--- config.mk ---
export PLATFORM = sky130hd
export DESIGN_NAME = regex_pattern_lexer
export DESIGN_NICKNAME = d
export VERILOG_FILES = /design/src/rpl_pkg.sv /design/src/regex_pattern_lexer.sv /design/src/rpl_lexer.sv /design/src/rpl_token_fifo.sv
export VERILOG_INCLUDE_DIRS = /design/src /design/src/src
export SDC_FILE = /design/constraint.sdc
export NUM_CORES = 1
export LEC_CHECK = 0
export BUFFER_PORTS_ARGS = -buffer_cell sky130_fd_sc_hd__buf_2
export CORE_MARGIN = 2
export CORE_UTILIZATION = 53
export CTS_CLUSTER_DIAMETER = 120
export DETAILED_ROUTE_END_ITERATION = 10
export HOLD_SLACK_MARGIN = 0.06
export PLACE_DENSITY_LB_ADDON = 0.2
export SYNTH_ARGS = -nofsm -noshare
export SYNTH_HDL_FRONTEND = slang
export SYNTH_SLANG_ARGS = --single-unit
--- constraint.sdc ---
create_clock -name clk -period 4.2 [get_ports clk]
set_clock_uncertainty 0.15 [all_clocks]
set_input_delay 0.42 -clock clk [delete_from_list [all_inputs] [get_ports clk]]
set_output_delay 0.42 -clock clk [all_outputs]
set_load 0.02 [all_outputs]
--- src/regex_pattern_lexer_assert.svh ---
// ----------------------------------------------------------------------------
// Regex pattern lexer assertion macros
// Concurrent assertion wrappers, clocked on clk, disabled while arst_n is low.
// ----------------------------------------------------------------------------
`ifndef REGEX_PATTERN_LEXER_ASSERT_SVH
`define REGEX_PATTERN_LEXER_ASSERT_SVH

`ifndef SYNTHESIS
`define RPL_ASSERT(lbl, prop, msg) \
	lbl: assert property (@(posedge clk) disable iff (!arst_n) (prop)) else $error(msg);
`define RPL_ASSERT_NEXT(lbl, ante, cons, msg) \
	lbl: assert property (@(posedge clk) disable iff (!arst_n) (ante) |=> (cons)) \
		else $error(msg);
`else
`define RPL_ASSERT(lbl, prop, msg)
`define RPL_ASSERT_NEXT(lbl, ante, cons, msg)
`endif

`endif

--- src/rpl_pkg.sv ---
// ----------------------------------------------------------------------------
// Regex pattern lexer package
// Token kinds, character codes, token and control structs, helper functions.
// ----------------------------------------------------------------------------
package rpl_pkg;

	localparam int MAX_PATTERN = 4096;
	localparam int CNT_W       = $clog2(MAX_PATTERN);
	localparam int OFFSET_W    = 12;
	localparam int FIFO_DEPTH  = 4;
	localparam int FIFO_AW     = $clog2(FIFO_DEPTH);
	localparam int FIFO_LW     = $clog2(FIFO_DEPTH + 1);

	localparam logic [7:0] CH_NUL    = 8'h00;
	localparam logic [7:0] CH_LPAREN = 8'h28;
	localparam logic [7:0] CH_RPAREN = 8'h29;
	localparam logic [7:0] CH_STAR   = 8'h2a;
	localparam logic [7:0] CH_PLUS   = 8'h2b;
	localparam logic [7:0] CH_PIPE   = 8'h7c;
	localparam logic [7:0] CH_QUEST  = 8'h3f;
	localparam logic [7:0] CH_LBRACK = 8'h5b;
	localparam logic [7:0] CH_RBRACK = 8'h5d;
	localparam logic [7:0] CH_DOT    = 8'h2e;
	localparam logic [7:0] CH_BSLASH = 8'h5c;
	localparam logic [7:0] CH_CARET  = 8'h5e;
	localparam logic [7:0] CH_DOLLAR = 8'h24;

	typedef enum logic [3:0] {
		KIND_LIT   = 4'd0,
		KIND_OPEN  = 4'd1,
		KIND_CLOSE = 4'd2,
		KIND_STAR  = 4'd3,
		KIND_PLUS  = 4'd4,
		KIND_PIPE  = 4'd5,
		KIND_QUEST = 4'd6,
		KIND_LBR   = 4'd7,
		KIND_RBR   = 4'd8,
		KIND_DOT   = 4'd9,
		KIND_BSL   = 4'd10,
		KIND_SA    = 4'd11,
		KIND_EA    = 4'd12,
		KIND_NEG   = 4'd13
	} tok_kind_t;

	typedef struct packed {
		tok_kind_t             kind;
		logic [7:0]            glyph;
		logic [OFFSET_W-1:0]   offset;
		logic                  in_class;
		logic [7:0]            escaped_glyph;
		logic                  escape_is_sequence;
		logic [OFFSET_W-1:0]   ordinal;
		logic                  final_token;
	} token_t;

	typedef struct packed {
		logic one;
		logic two;
	} push_t;

	typedef struct packed {
		logic               room;
		logic [FIFO_LW-1:0] level;
	} fifo_status_t;

	typedef struct packed {
		logic held_valid;
		logic class_open;
	} lex_status_t;

	function automatic tok_kind_t classify(input logic [7:0] c);
		tok_kind_t k;
		unique case (c)
			CH_LPAREN: k = KIND_OPEN;
			CH_RPAREN: k = KIND_CLOSE;
			CH_STAR:   k = KIND_STAR;
			CH_PLUS:   k = KIND_PLUS;
			CH_PIPE:   k = KIND_PIPE;
			CH_QUEST:  k = KIND_QUEST;
			CH_LBRACK: k = KIND_LBR;
			CH_RBRACK: k = KIND_RBR;
			CH_DOT:    k = KIND_DOT;
			CH_BSLASH: k = KIND_BSL;
			default:   k = KIND_LIT;
		endcase
		return k;
	endfunction

	function automatic logic is_sequence(input logic [7:0] c);
		return (c == 8'h64) || (c == 8'h77) || (c == 8'h73) ||
			(c == 8'h6e) || (c == 8'h74) || (c == 8'h62);
	endfunction

	function automatic logic [CNT_W-1:0] wrap_inc(input logic [CNT_W-1:0] v);
		return (v == CNT_W'(MAX_PATTERN - 1)) ? '0 : v + CNT_W'(1);
	endfunction

endpackage

--- src/regex_pattern_lexer.sv ---
// ----------------------------------------------------------------------------
// Regex pattern lexer
// Turns a stream of regex pattern bytes into a stream of tokens.
// ----------------------------------------------------------------------------
// Input channel: pattern_valid / pattern_stall carry pattern_byte and
// is_final; is_final marks the last byte of a pattern. Output channel:
// token_valid / token_stall carry one token per transfer.
// A byte transfer lands in the input register; from there, once the token
// queue has room, the lexer classifies it and writes its tokens into a
// four-entry token queue, whose registers offer them in turn. Each token
// waits for the following byte as lookahead, so it is queued with the byte
// that decides it; the final byte flushes every pending token (up to two).
// Throughput: one byte per cycle while the token queue has room. A byte that
// ends a pattern after a held token yields two tokens; the output drains one
// token per cycle while the receiver does not stall. When it stalls, the head
// token holds; once the queue holds more than two tokens, the input register
// holds and pattern_stall rises. Reset clears lexer state and the queue; the
// first byte after reset or after a final byte starts a new pattern.
// ----------------------------------------------------------------------------
`include "regex_pattern_lexer_assert.svh"

module regex_pattern_lexer import rpl_pkg::*; (
	input  logic                clk,
	input  logic                arst_n,
	input  logic                pattern_valid,
	output logic                pattern_stall,
	input  logic [7:0]          pattern_byte,
	input  logic                is_final,
	output logic                token_valid,
	input  logic                token_stall,
	output logic [3:0]          kind,
	output logic [7:0]          glyph,
	output logic [OFFSET_W-1:0] offset,
	output logic                in_class,
	output logic [7:0]          escaped_glyph,
	output logic                escape_is_sequence,
	output logic [OFFSET_W-1:0] ordinal,
	output logic                final_token
);

	logic         valid_s1;
	logic [7:0]   byte_s1;
	logic         fin_s1;
	logic         adv;
	logic         take;
	push_t        push;
	token_t       tok0;
	token_t       tok1;
	token_t       head;
	fifo_status_t fifo_st;
	lex_status_t  lex_st;

	assign adv           = valid_s1 && fifo_st.room;
	assign pattern_stall = valid_s1 && !fifo_st.room;
	assign take          = pattern_valid && !pattern_stall;

	always_ff @(posedge clk or negedge arst_n) begin
		if (!arst_n) begin
			valid_s1 <= 1'b0;
		end else if (take) begin
			valid_s1 <= 1'b1;
		end else if (adv) begin
			valid_s1 <= 1'b0;
		end
	end

	always_ff @(posedge clk) begin
		if (take) begin
			byte_s1 <= pattern_byte;
			fin_s1  <= is_final;
		end
	end

	rpl_lexer u_lexer (
		.clk     (clk),
		.arst_n  (arst_n),
		.adv     (adv),
		.byte_s1 (byte_s1),
		.fin_s1  (fin_s1),
		.push    (push),
		.tok0    (tok0),
		.tok1    (tok1),
		.status  (lex_st)
	);

	rpl_token_fifo u_fifo (
		.clk         (clk),
		.arst_n      (arst_n),
		.push        (push),
		.tok0        (tok0),
		.tok1        (tok1),
		.token_stall (token_stall),
		.token_valid (token_valid),
		.head        (head),
		.status      (fifo_st)
	);

	assign kind               = head.kind;
	assign glyph              = head.glyph;
	assign offset             = head.offset;
	assign in_class           = head.in_class;
	assign escaped_glyph      = head.escaped_glyph;
	assign escape_is_sequence = head.escape_is_sequence;
	assign ordinal            = head.ordinal;
	assign final_token        = head.final_token;

	`RPL_ASSERT(a_queue_bound, fifo_st.level <= FIFO_LW'(FIFO_DEPTH), "token queue overflow")
	`RPL_ASSERT(a_push_order, !push.two || push.one, "second token pushed without first")
	`RPL_ASSERT_NEXT(a_final_clears, adv && fin_s1, !lex_st.held_valid && !lex_st.class_open, "lexer state not cleared after final byte")

endmodule

--- src/rpl_lexer.sv ---
// ----------------------------------------------------------------------------
// Regex pattern lexer core
// Classifies one pattern byte per advance, holds one token for lookahead and
// produces up to two tokens.
// ----------------------------------------------------------------------------
module rpl_lexer import rpl_pkg::*; (
	input  logic        clk,
	input  logic        arst_n,
	input  logic        adv,
	input  logic [7:0]  byte_s1,
	input  logic        fin_s1,
	output push_t       push,
	output token_t      tok0,
	output token_t      tok1,
	output lex_status_t status
);

	logic             class_open_q, class_open_d;
	logic [7:0]       prior_q, prior_d;
	logic [CNT_W-1:0] pos_q, pos_d;
	logic             held_valid_q, held_valid_d;
	logic [7:0]       held_byte_q, held_byte_d;
	logic [CNT_W-1:0] held_pos_q, held_pos_d;
	tok_kind_t        held_kind_q, held_kind_d;
	logic             held_cls_q, held_cls_d;
	logic [CNT_W-1:0] emitted_q, emitted_d;

	logic [CNT_W-1:0] emitted_p1;
	logic [CNT_W-1:0] pos_p1;
	tok_kind_t        hk;
	tok_kind_t        k;
	logic             cls;
	logic             incls;
	token_t           held_tok;
	token_t           cur_tok;

	always_comb begin
		emitted_p1 = wrap_inc(emitted_q);
		pos_p1     = wrap_inc(pos_q);

		hk = held_kind_q;
		if (held_byte_q == CH_DOLLAR && (byte_s1 == CH_RPAREN || byte_s1 == CH_PIPE ||
			byte_s1 == CH_RBRACK)) begin
			hk = KIND_EA;
		end

		k   = classify(byte_s1);
		cls = class_open_q;
		if (k == KIND_LBR) begin
			cls = 1'b1;
		end
		if (k == KIND_RBR) begin
			cls = 1'b0;
		end
		if (byte_s1 == CH_CARET && (prior_q == CH_NUL || prior_q == CH_LPAREN ||
			prior_q == CH_PIPE)) begin
			k = KIND_SA;
		end
		if (cls) begin
			if (k == KIND_STAR || k == KIND_QUEST || k == KIND_PLUS) begin
				k = KIND_LIT;
			end
			if (byte_s1 == CH_CARET) begin
				k = KIND_NEG;
			end
		end
		incls = cls && k != KIND_LBR && k != KIND_RBR;
		if (fin_s1 && byte_s1 == CH_DOLLAR) begin
			k = KIND_EA;
		end

		held_tok.kind               = hk;
		held_tok.glyph              = held_byte_q;
		held_tok.offset             = OFFSET_W'(held_pos_q);
		held_tok.in_class           = held_cls_q;
		held_tok.escaped_glyph      = '0;
		held_tok.escape_is_sequence = 1'b0;
		held_tok.ordinal            = OFFSET_W'(emitted_q);
		held_tok.final_token        = 1'b0;

		cur_tok.kind               = k;
		cur_tok.glyph              = byte_s1;
		cur_tok.offset             = OFFSET_W'(pos_q);
		cur_tok.in_class           = incls;
		cur_tok.escaped_glyph      = '0;
		cur_tok.escape_is_sequence = 1'b0;
		cur_tok.ordinal            = OFFSET_W'(held_valid_q ? emitted_p1 : emitted_q);
		cur_tok.final_token        = 1'b1;

		push = '0;
		tok0 = held_tok;
		tok1 = cur_tok;

		class_open_d = class_open_q;
		prior_d      = prior_q;
		pos_d        = pos_q;
		held_valid_d = held_valid_q;
		held_byte_d  = held_byte_q;
		held_pos_d   = held_pos_q;
		held_kind_d  = held_kind_q;
		held_cls_d   = held_cls_q;
		emitted_d    = emitted_q;

		if (adv) begin
			if (held_valid_q && held_kind_q == KIND_BSL) begin
				tok0.kind               = KIND_BSL;
				tok0.escaped_glyph      = byte_s1;
				tok0.escape_is_sequence = is_sequence(byte_s1);
				tok0.final_token        = fin_s1;
				push.one                = 1'b1;
				held_valid_d            = 1'b0;
				prior_d                 = byte_s1;
				pos_d                   = pos_p1;
				emitted_d               = emitted_p1;
			end else begin
				push.one = held_valid_q;
				if (fin_s1) begin
					if (held_valid_q) begin
						push.two = 1'b1;
					end else begin
						tok0     = cur_tok;
						push.one = 1'b1;
					end
				end else begin
					held_valid_d = 1'b1;
					held_byte_d  = byte_s1;
					held_pos_d   = pos_q;
					held_kind_d  = k;
					held_cls_d   = incls;
					prior_d      = byte_s1;
					pos_d        = pos_p1;
					class_open_d = cls;
					emitted_d    = held_valid_q ? emitted_p1 : emitted_q;
				end
			end
			if (fin_s1) begin
				class_open_d = 1'b0;
				prior_d      = '0;
				pos_d        = '0;
				held_valid_d = 1'b0;
				held_byte_d  = '0;
				held_pos_d   = '0;
				held_kind_d  = KIND_LIT;
				held_cls_d   = 1'b0;
				emitted_d    = '0;
			end
		end
	end

	always_ff @(posedge clk or negedge arst_n) begin
		if (!arst_n) begin
			class_open_q <= 1'b0;
			prior_q      <= '0;
			pos_q        <= '0;
			held_valid_q <= 1'b0;
			held_byte_q  <= '0;
			held_pos_q   <= '0;
			held_kind_q  <= KIND_LIT;
			held_cls_q   <= 1'b0;
			emitted_q    <= '0;
		end else begin
			class_open_q <= class_open_d;
			prior_q      <= prior_d;
			pos_q        <= pos_d;
			held_valid_q <= held_valid_d;
			held_byte_q  <= held_byte_d;
			held_pos_q   <= held_pos_d;
			held_kind_q  <= held_kind_d;
			held_cls_q   <= held_cls_d;
			emitted_q    <= emitted_d;
		end
	end

	assign status.held_valid = held_valid_q;
	assign status.class_open = class_open_q;

endmodule

--- src/rpl_token_fifo.sv ---
// ----------------------------------------------------------------------------
// Regex pattern lexer token queue
// Register queue: up to two tokens in, one out unless stalled, per cycle.
// ----------------------------------------------------------------------------
module rpl_token_fifo import rpl_pkg::*; (
	input  logic         clk,
	input  logic         arst_n,
	input  push_t        push,
	input  token_t       tok0,
	input  token_t       tok1,
	input  logic         token_stall,
	output logic         token_valid,
	output token_t       head,
	output fifo_status_t status
);

	token_t               mem_q [FIFO_DEPTH];
	logic [FIFO_AW-1:0]   wr_q;
	logic [FIFO_AW-1:0]   rd_q;
	logic [FIFO_LW-1:0]   level_q;
	logic                 pop;
	logic [FIFO_LW-1:0]   n_push;

	assign token_valid  = level_q != '0;
	assign head         = mem_q[rd_q];
	assign pop          = token_valid && !token_stall;
	assign n_push       = FIFO_LW'(push.one) + FIFO_LW'(push.two);
	assign status.room  = level_q <= FIFO_LW'(FIFO_DEPTH - 2);
	assign status.level = level_q;

	always_ff @(posedge clk) begin
		if (push.one) begin
			mem_q[wr_q] <= tok0;
		end
		if (push.two) begin
			mem_q[wr_q + FIFO_AW'(1)] <= tok1;
		end
	end

	always_ff @(posedge clk or negedge arst_n) begin
		if (!arst_n) begin
			wr_q    <= '0;
			rd_q    <= '0;
			level_q <= '0;
		end else begin
			wr_q    <= wr_q + FIFO_AW'(n_push);
			rd_q    <= rd_q + FIFO_AW'(pop);
			level_q <= level_q + n_push - FIFO_LW'(pop);
		end
	end

endmodule
==> run_results.csv, run 1 <==
group,metric,value,unit
yosys,synth_cell_types,69,
setup_path,critical_path.max_fanout,14,
clocking,clk_pin_slew,0.06,ns
clocking,clock_path_buffers,3,
yosys,yosysWarnings,0,
floorplanning,core_area,0.0241,sq mm
clocking,cts_tree,"done",
global_routing,first_global_vias,9034,
setup_path,cpMaxStageDelayCell,"nor2_1",
floorplanning,die_x,160,um
min_path,min_from,"token_stall",
routing,drt_iter0_drc,781,
yosys,syn_area,0.0129,sq mm
layout,nets,1179,
floorplanning,initial_core_util,53.5,%
setup_path,cp-end-kind,"flip-flop",
layout,syn_to_final_growth,12.5,%
sta,setup_ws,1.09,ns
clocking,cts_made_buffers,28,
placement,dp_worst_setup_slack,1.11,ns
clocking,cts-root-buf,"clkbuf_16",
run_status,status,"completed",
sta,relSlewSlack,30.9,%
setup_path,path_cells,"nor2_1 -> or3_1 -> inv_2 -> nand2_1 -> nor2_1 -> buf_4 -> a22oi_1 -> o31ai_1",
setup_path,cp-start-kind,"flip-flop",
setup_path,critical_path_class,"flip-flop to flip-flop",
clocking,htree_levels,1,
sta,fmax,321,MHz
placement,gp_congestion,0.880,
layout,drive_gt1_share,17.8,%
global_routing,grt_pass1_wl,51700,um
setup_path,required,4.42,ns
sta,tns,0,ns
yosys,async_flop_share,25.4,%
yosys,yosys_register_bits,264,
yosys,synth-edff-count,157,
routing,drc,0,
floorplanning,io_pins,62,
global_routing,grt_antenna_before_repair,0,
yosys,seq_area_frac_synth,55.8,%
routing,ant_nets,0,
floorplanning,fp.dieArea,0.0256,sq mm
power_and_ir_drop,p_leak,0.00511,uW
power_and_ir_drop,powerDensity,643,mW/mm^2
routing,vias_per_cell,6.29,
sta,setup_viol,0,
routing,wl,32300,um
min_path,hp-class,"primary input to flip-flop",
yosys,avgSynthCellArea,11.4,sq um
placement,io_buffer_count,61,
clocking,clock_latency,0.54,ns
sta,hold_viol,0,
setup_path,startpoint,"u_lexer.held_valid_q",
sta,worst_slew_pin_slew,1.03,ns
setup_path,cpPeakStageDelay,0.70,ns
sta,fin_crit_sh,74.1,%
global_routing,grtUsageTotal,25.4,%
setup_path,arrival,3.33,ns
flow_run,maxCapViolCount,0,
setup_path,cp_common_cell,"nor2_1",
yosys,synth_flop_cell,"edfxtp_1",
global_routing,grt_max_degree,49,
yosys,postSynthCellCount,1128,
sta,drv_slew,0,
yosys,syn_nets,1150,
placement,placed_cell_area,0.0134,sq mm
clocking,post_cts_buffers,0,
routing,vias,9456,
floorplanning,rows,57,
power_and_ir_drop,total_power,9330,uW
setup_path,reg2reg_from,"u_lexer.held_valid_q",
floorplanning,die_h,160,um
sta,fin_crit,3.11,ns
placement,dp.final_hpwl,19800,um
power_and_ir_drop,peakVddDrop,0.000613,V
global_routing,grt_overflow_total,0,
setup_path,rrSetupSlack,1.09,ns
sta,rsz0062_at_grt,"no",
layout,final_area,0.0145,sq mm
clocking,clkSinkCount,264,
routing,firstDrtPassIters,6,
layout,fillers,1985,
routing,wl_per_cell,21.5,um
layout,diodes,0,
## cell families after synthesis
family	share of synthesized area, %
muxes	8.46
adders and majority gates	0.932
buffers and inverters	3.92
DFF	55.8
xor gates and xnor gates	0.815
AOI/OAI and AO/OA	17.5
and+or+nand+nor	12.6
## final cells by class
type | count | area [sq um] | share of cell area [%]
timing repair buffer | 103 | 648 | 4.47
multi-input combinational | 744 | 5220 | 36.0
inverter | 16 | 60.1 | 0.414
tap | 324 | 405 | 2.79
clock inverter | 11 | 136 | 0.940
sequential | 264 | 7200 | 49.6
clock buffer | 41 | 845 | 5.82
## flip-flops by register name (all words and copies together) (netlist names), 2 cells and up
signal / flops
u_lexer.prior_q: 8
u_fifo.wr_q: 2
u_lexer.emitted_q: 12
u_fifo.level_q: 3
byte_s1: 8
u_lexer.held_byte_q: 8
u_lexer.held_kind_q: 4
u_fifo.rd_q: 2
u_lexer.held_pos_q: 12
u_lexer.pos_q: 12
u_fifo.mem_q: 188
## worst paths after layout
kind | endpoint | cells after the start
setup / recovery | u_fifo.mem_q[0][43] | 8
hold / removal | u_fifo.rd_q[0] | 3
hold reg to reg | u_fifo.mem_q[0][13] | 2
max in group asynchronous | u_lexer.pos_q[5] | 3
min in group asynchronous | u_lexer.held_byte_q[5] | 2
setup reg to reg | u_fifo.mem_q[0][43] | 8
## power by group
part / internal, uW / switching [uW]
sequential: 3330 / 626
combinational: 1050 / 1720
clock: 1580 / 1030
total: 5960 / 3380
## through the flow
step	hold slack [ns]	std cells	utilization, %
3_5_place_dp	0.300	1440	55.7
5_1_grt	0.187	1503	60.2
3_3_place_gp	0.294	1440	55.7
4_1_cts	0.164	1503	60.2
6_report	0.164	1503	60.2
2_1_floorplan	-0.0256	1128	-
## cell usage in the layout, fill, tap and decap left out, types with 7 or more instances in the layout
| master | n |
|---|---|
| dlygate4sd3_1 | 11 |
| nand2b_1 | 14 |
| and2_1 | 10 |
| edfxtp_1 | 157 |
| and3_1 | 7 |
| buf_2 | 61 |
| o31ai_1 | 19 |
| o22ai_1 | 9 |
| clkbuf_8 | 7 |
| nor2b_1 | 9 |
| nand3_1 | 57 |
| nor2_1 | 40 |
| clkbuf_16 | 29 |
| o21ai_1 | 14 |
| nand4_1 | 8 |
| nor3_1 | 18 |
| nand2_1 | 128 |
| dfxtp_1 | 40 |
| ha_1 | 8 |
| inv_1 | 14 |
| a22o_1 | 93 |
| buf_4 | 31 |
| o21ai_0 | 147 |
| a22oi_1 | 7 |
| a21oi_1 | 22 |
| xor2_1 | 7 |
| mux4_2 | 47 |
| dfrtp_1 | 65 |
## per-layer routing
layer / global-route usage, % / share of wire [%] / wire length (um)
met3: 4.03 / 7.4 / 2380
met2: 39.9 / 47 / 15100
met5: 0 / 0 / 0
met4: 6.39 / 1.4 / 467
met1: 37.4 / 44 / 14400
## what timing repair did
item / in CTS / in global routing
hold buffers: 11 / 0
hold endpoints to repair: 42 / 0
gates resized for setup: 0 / 0
endpoints found under the setup margin: 0 / 0
## cells in the mapped netlist, drive strengths merged (24+ instances only)
cell type | count | share of area, %
mux4 | 47 | 8.2
a22o | 93 | 6.3
dfxtp | 40 | 6.2
edfxtp | 157 | 37
a21oi | 24 | 0.99
buf | 46 | 1.8
nor2 | 43 | 1.3
o21ai | 162 | 6.3
nand2 | 134 | 3.9
nand3 | 57 | 2.2
clkbuf | 58 | 1.7
dfrtp | 67 | 13
## critical path, delay by kind of cell, from the launching register on
kind	cells	cell delay [ns]
compound gates	2	0.19
buf+inv	2	0.46
flops	1	0.63
simple gates	4	1.51
Power figures use the tool's default switching activity.
==> inputs of run 2 (changes only) <==
Clock period 4.2 ns to 2.94 ns, I/O delays scaled along.
==> run 2 against run 1 <==
Setup slack worse by 0.85 ns; global-route usage up 0.79 points; clock power up 36%; largest power group unchanged; fmax up 15%; final cell count up 2.2%; count of clock-buffer cells in the layout up 1; critical path depth unchanged; via count up 1.7%; non-clock buffer count up 33; design area up 2.1%; hold slack better by 0.13 ns.
==> run_results.csv, run 2 (same netlist as run 1, synthesis figures left out) <==
group,metric,value,unit
run_status,status,"completed",
layout,instances_no_fill,1536,
floorplanning,die_x,160,um
sta,fin_crit,2.71,ns
floorplanning,initial_core_util,53.5,%
clocking,cts_made_buffers,28,
global_routing,first_global_vias,9470,
layout,regMostFlops,"u_fifo.mem_q",
clocking,clk_pin_slew,0.06,ns
routing,wl_per_cell,21.4,um
sta,setup_ws,0.235,ns
layout,final_cell_mix,"edfxtp_1 (157), o21ai_0 (147), nand2_1 (128), a22o_1 (93), dfrtp_1 (65)",
routing,firstDrtPassIters,5,
clocking,clock_path_buffers,3,
clocking,clkSinkCount,264,
layout,diodes,0,
layout,largest_reg_flops,188,
setup_path,cpPeakStageDelay,0.45,ns
placement,io_buffer_count,61,
clocking,cts_resized,0,
routing,vias,9616,
min_path,hp-class,"primary input to flip-flop",
layout,nets,1212,
clocking,cts_tree,"done",
routing,vias_per_cell,6.26,
setup_path,critical_path_class,"flip-flop to flip-flop",
power_and_ir_drop,total_power,13500,uW
global_routing,grtUsageTotal,26.2,%
floorplanning,die_h,160,um
layout,drive_gt1_share,19.7,%
sta,tns,0,ns
setup_path,critical_path.max_fanout,12,
sta,rsz0062_at_grt,"no",
sta,setup_viol,0,
floorplanning,core_area,0.0241,sq mm
routing,drt_iter0_drc,885,
power_and_ir_drop,peakVddDrop,0.000604,V
placement,dp.final_hpwl,21400,um
sta,worst_slew_pin_slew,1.08,ns
setup_path,cp-end-kind,"flip-flop",
power_and_ir_drop,p_leak,0.00529,uW
global_routing,grt_pass1_wl,52800,um
placement,dp_worst_setup_slack,0.292,ns
setup_path,arrival,2.97,ns
setup_path,cpMaxStageDelayCell,"or3_1",
global_routing,grt_antenna_before_repair,0,
sta,fmax,370,MHz
setup_path,cp_common_cell,"buf_4",
layout,fillers,1991,
setup_path,cp-start-kind,"flip-flop",
floorplanning,io_pins,62,
placement,gp_congestion,0.881,
setup_path,path_cells,"a21o_1 -> or3_1 -> inv_2 -> nand2_1 -> o21ai_1 -> buf_4 -> buf_4 -> a22o_1",
layout,final_common_cell,"edfxtp_1",
setup_path,rr_worst_depth,8,
routing,ant_nets,0,
clocking,cts-root-buf,"clkbuf_16",
layout,syn_to_final_growth,14.9,%
sta,hold_viol,0,
clocking,htree_levels,1,
global_routing,grt_max_degree,42,
sta,relSlewSlack,27.8,%
placement,dp.cells,1472,
floorplanning,fp.dieArea,0.0256,sq mm
global_routing,grt_overflow_total,0,
power_and_ir_drop,powerDensity,908,mW/mm^2
setup_path,required,3.20,ns
routing,drc,0,
sta,fin_crit_sh,92.0,%
routing,wl,32900,um
flow_run,maxCapViolCount,0,
clocking,clock_latency,0.55,ns
min_path,hold-path-cell-count,2,
sta,drv_slew,0,
floorplanning,rows,57,
==> run 2: cell count changes in the layout (fill, tap and decap cells not counted), moves of 2 or more <==
| cell | previous run | this run |
|---|---|---|
| buf_4 | 31 | 54 |
| buf_12 | 0 | 9 |
| clkbuf_1 | 4 | 8 |
| clkbuf_8 | 7 | 5 |
| clkinv_2 | 4 | 6 |
==> run 2: worst paths after layout <==
check	start	endpoint	slack, ns
worst max-delay path	u_fifo.level_q[1]	u_fifo.mem_q[0][36]	0.23
min in group asynchronous	arst_n	u_lexer.prior_q[2]	0.32
max in group asynchronous	arst_n	u_fifo.rd_q[0]	1.50
worst max register to register	u_fifo.level_q[1]	u_fifo.mem_q[0][36]	0.23
worst min-delay path	pattern_byte[7]	byte_s1[7]	0.30
worst min register to register	u_fifo.mem_q[0][13]	u_fifo.mem_q[0][13]	0.31
==> run 2: through the flow <==
stage | hold WS (ns) | utilization (%) | cell area (sq um)
final | 0.296 | 61.5 | 14800
after floorplan | -0.152 | - | 12900
after global routing | 0.304 | 61.5 | 14800
after global placement | 0.293 | 57.1 | 13800
after detailed placement | 0.298 | 57.1 | 13800
after CTS | 0.292 | 61.5 | 14800
==> run 2: final cells by class <==
type                    instances  area, sq um  share of cell area [%]
inverters                      16         60.1                   0.405
well taps                     324          405                    2.74
multi-input cells             744         5220                    35.2
clock buffers                  42          825                    5.56
clock inverters                10          103                   0.692
repair buffers                136         1010                    6.82
flip-flops and latches        264         7200                    48.6
==> run 2: where the power goes <==
| part | switching [uW] | total [uW] | leakage (uW) | internal (uW) |
|---|---|---|---|---|
| sequential | 623 | 5370 | 0.00261 | 4740 |
| clock | 1440 | 3540 | 0.000461 | 2110 |
| combinational | 2810 | 4550 | 0.00222 | 1740 |
==> run 2: timing repair <==
action / in CTS / in global routing
buffers inserted: 0 / 0
endpoints found under the hold margin: 49 / 0
hold buffers: 12 / 0
==> run 2: worst max-delay path, delay by kind of cell (launching register included) <==
family,cells,cell delay (ns)
AO/OA/AOI/OAI,3,0.66
buffers and inverters,3,0.57
flip-flops,1,0.41
AND/OR/NAND/NOR,2,0.78
==> run 2: per-layer routing <==
layer,vias to the layer above,share of wire [%],GRT usage [%]
met5,-,0,0
met3,68,7.9,3.79
li1,4416,-,-
met1,4687,43,37.7
met4,0,2.6,8.93
met2,445,47,41.2
==> inputs of run 3 (changes only) <==
Settings changed: CTS_BUF_LIST from default to sky130_fd_sc_hd__clkbuf_4 sky130_fd_sc_hd__clkbuf_8 sky130_fd_sc_hd__clkbuf_16.
==> run 3 against run 2 <==
Hold slack better by 0.0027 ns; sequential share of layout area fell by 0.098 points; fmax decreased by 0.21%; wire length is 0.36% lower; critical endpoint unchanged; highest routed layer unchanged.
==> run_results.csv, run 3 (same netlist as run 1, synthesis figures left out) <==
group,metric,value,unit
power_and_ir_drop,peakVddDrop,0.000604,V
clocking,clkSinkCount,264,
floorplanning,die_x,160,um
floorplanning,core_area,0.0241,sq mm
flow_run,maxCapViolCount,0,
routing,drc,0,
sta,setup_viol,0,
sta,rsz0062_at_grt,"no",
setup_path,critical_path.max_fanout,12,
routing,ant_nets,0,
global_routing,grt_pass1_wl,52800,um
routing,drt_iter0_drc,819,
layout,syn_to_final_growth,15.2,%
clocking,htree_levels,1,
global_routing,grt_overflow_total,0,
setup_path,critical_path_class,"flip-flop to flip-flop",
floorplanning,die_h,160,um
setup_path,reg2reg_from,"u_fifo.level_q[1]",
layout,nets,1212,
placement,gp_congestion,0.881,
layout,drive_gt1_share,20.4,%
setup_path,cp-end-kind,"flip-flop",
layout,largest_reg_flops,188,
layout,final_common_cell,"edfxtp_1",
power_and_ir_drop,p_leak,0.00531,uW
setup_path,cp-start-kind,"flip-flop",
layout,final_util,61.6,%
setup_path,rr_worst_depth,8,
global_routing,grt_antenna_before_repair,0,
clocking,clock_latency,0.55,ns
sta,fin_crit_sh,92.2,%
routing,firstDrtPassIters,5,
power_and_ir_drop,total_power,13500,uW
power_and_ir_drop,powerDensity,911,mW/mm^2
sta,worst_slew_pin_slew,1.08,ns
floorplanning,io_pins,62,
setup_path,startpoint,"u_fifo.level_q[1]",
sta,fmax,369,MHz
setup_path,required,3.20,ns
clocking,post_cts_buffers,0,
sta,drv_slew,0,
clocking,clk_pin_slew,0.06,ns
setup_path,r2r_end,"u_fifo.mem_q[0][36]",
global_routing,first_global_vias,9472,
global_routing,grtUsageTotal,26.2,%
min_path,hp-class,"primary input to flip-flop",
routing,wl,32700,um
sta,hold_viol,0,
sta,fin_crit,2.71,ns
placement,dp.final_hpwl,21400,um
setup_path,rrSetupSlack,0.23,ns
placement,io_buffer_count,61,
floorplanning,rows,57,
routing,wl_per_cell,21.3,um
clocking,cts_made_buffers,28,
layout,fillers,1986,
sta,relSlewSlack,28.0,%
floorplanning,initial_core_util,53.5,%
layout,final_area,0.0148,sq mm
routing,vias_per_cell,6.21,
floorplanning,fp.dieArea,0.0256,sq mm
run_status,status,"completed",
placement,dp.cells,1472,
layout,instances_no_fill,1536,
setup_path,arrival,2.97,ns
global_routing,grt_max_degree,42,
setup_path,cp-endpoint,"u_fifo.mem_q[0][36]",
sta,tns,0,ns
clocking,clock_path_buffers,3,
routing,vias,9545,
layout,regMostFlops,"u_fifo.mem_q",
clocking,cts-root-buf,"clkbuf_16",
clocking,cts_tree,"done",
layout,final_cell_mix,"edfxtp_1 (157), o21ai_0 (147), nand2_1 (128), a22o_1 (93), dfrtp_1 (65)",
layout,diodes,0,
placement,placed_cell_area,0.0138,sq mm
[run 3: changes by cell type in the layout (fill, tap and decap cells not counted)]
cell and change:
clkbuf_1 -8, clkbuf_4 +8
[run 3: how the worst min path moves through the flow]
stage                                    from                   to  slack (ns)  cells after the start
final                         pattern_byte[7]           byte_s1[7]        0.30                      2
after global routing          pattern_byte[4]           byte_s1[4]        0.30                      2
after CTS                     pattern_byte[2]           byte_s1[2]        0.29                      2
after detailed placement  u_fifo.mem_q[1][13]  u_fifo.mem_q[1][13]        0.30                      2
after global placement    u_fifo.mem_q[0][13]  u_fifo.mem_q[0][13]        0.29                      2
after floorplan                        arst_n    u_fifo.level_q[0]       -0.15                      0
[run 3: per-layer routing]
layer | global-route usage [%] | vias to the layer above | share of wire (%)
met2 | 41.2 | 404 | 47
met5 | 0 | - | 0
met4 | 8.85 | 0 | 2.4
li1 | - | 4416 | -
met1 | 37.9 | 4663 | 43
met3 | 3.58 | 62 | 7.6
[run 3: layout make-up]
class                           count  area, sq um  share of cell area [%]
Clock inverter                     10          103                   0.691
Sequential cell                   264         7200                    48.5
Inverter                           16         60.1                   0.405
Clock buffer                       42          855                    5.76
Tap cell                          324          405                    2.73
Multi-Input combinational cell    744         5220                    35.1
Timing Repair Buffer              136         1010                    6.81
[run 3: report_power, final]
part / internal [uW] / switching [uW]
Clock: 2180 / 1440
Combinational: 1740 / 2810
Sequential: 4740 / 623
[run 3: metrics by stage]
step / hold slack (ns) / worst slack [ns]
finish: 0.299 / 0.229
global route: 0.304 / 0.0607
CTS: 0.292 / 0.229
detailed placement: 0.298 / 0.292
global placement: 0.293 / 0.355
floorplan: -0.152 / 0.0273
[run 3: what timing repair did]
item,4_1_cts,5_1_grt
hold endpoints to repair,49,0
gates resized for setup,0,0
hold buffers,12,0
[run 3: worst max-delay path, cell delays in order, from the launching register on]
cell	delay, ns
dfrtp_1	0.41
a21o_1	0.22
or3_1	0.45
inv_2	0.12
nand2_1	0.34
o21ai_1	0.26
buf_4	0.23
buf_4	0.23
a22o_1	0.18
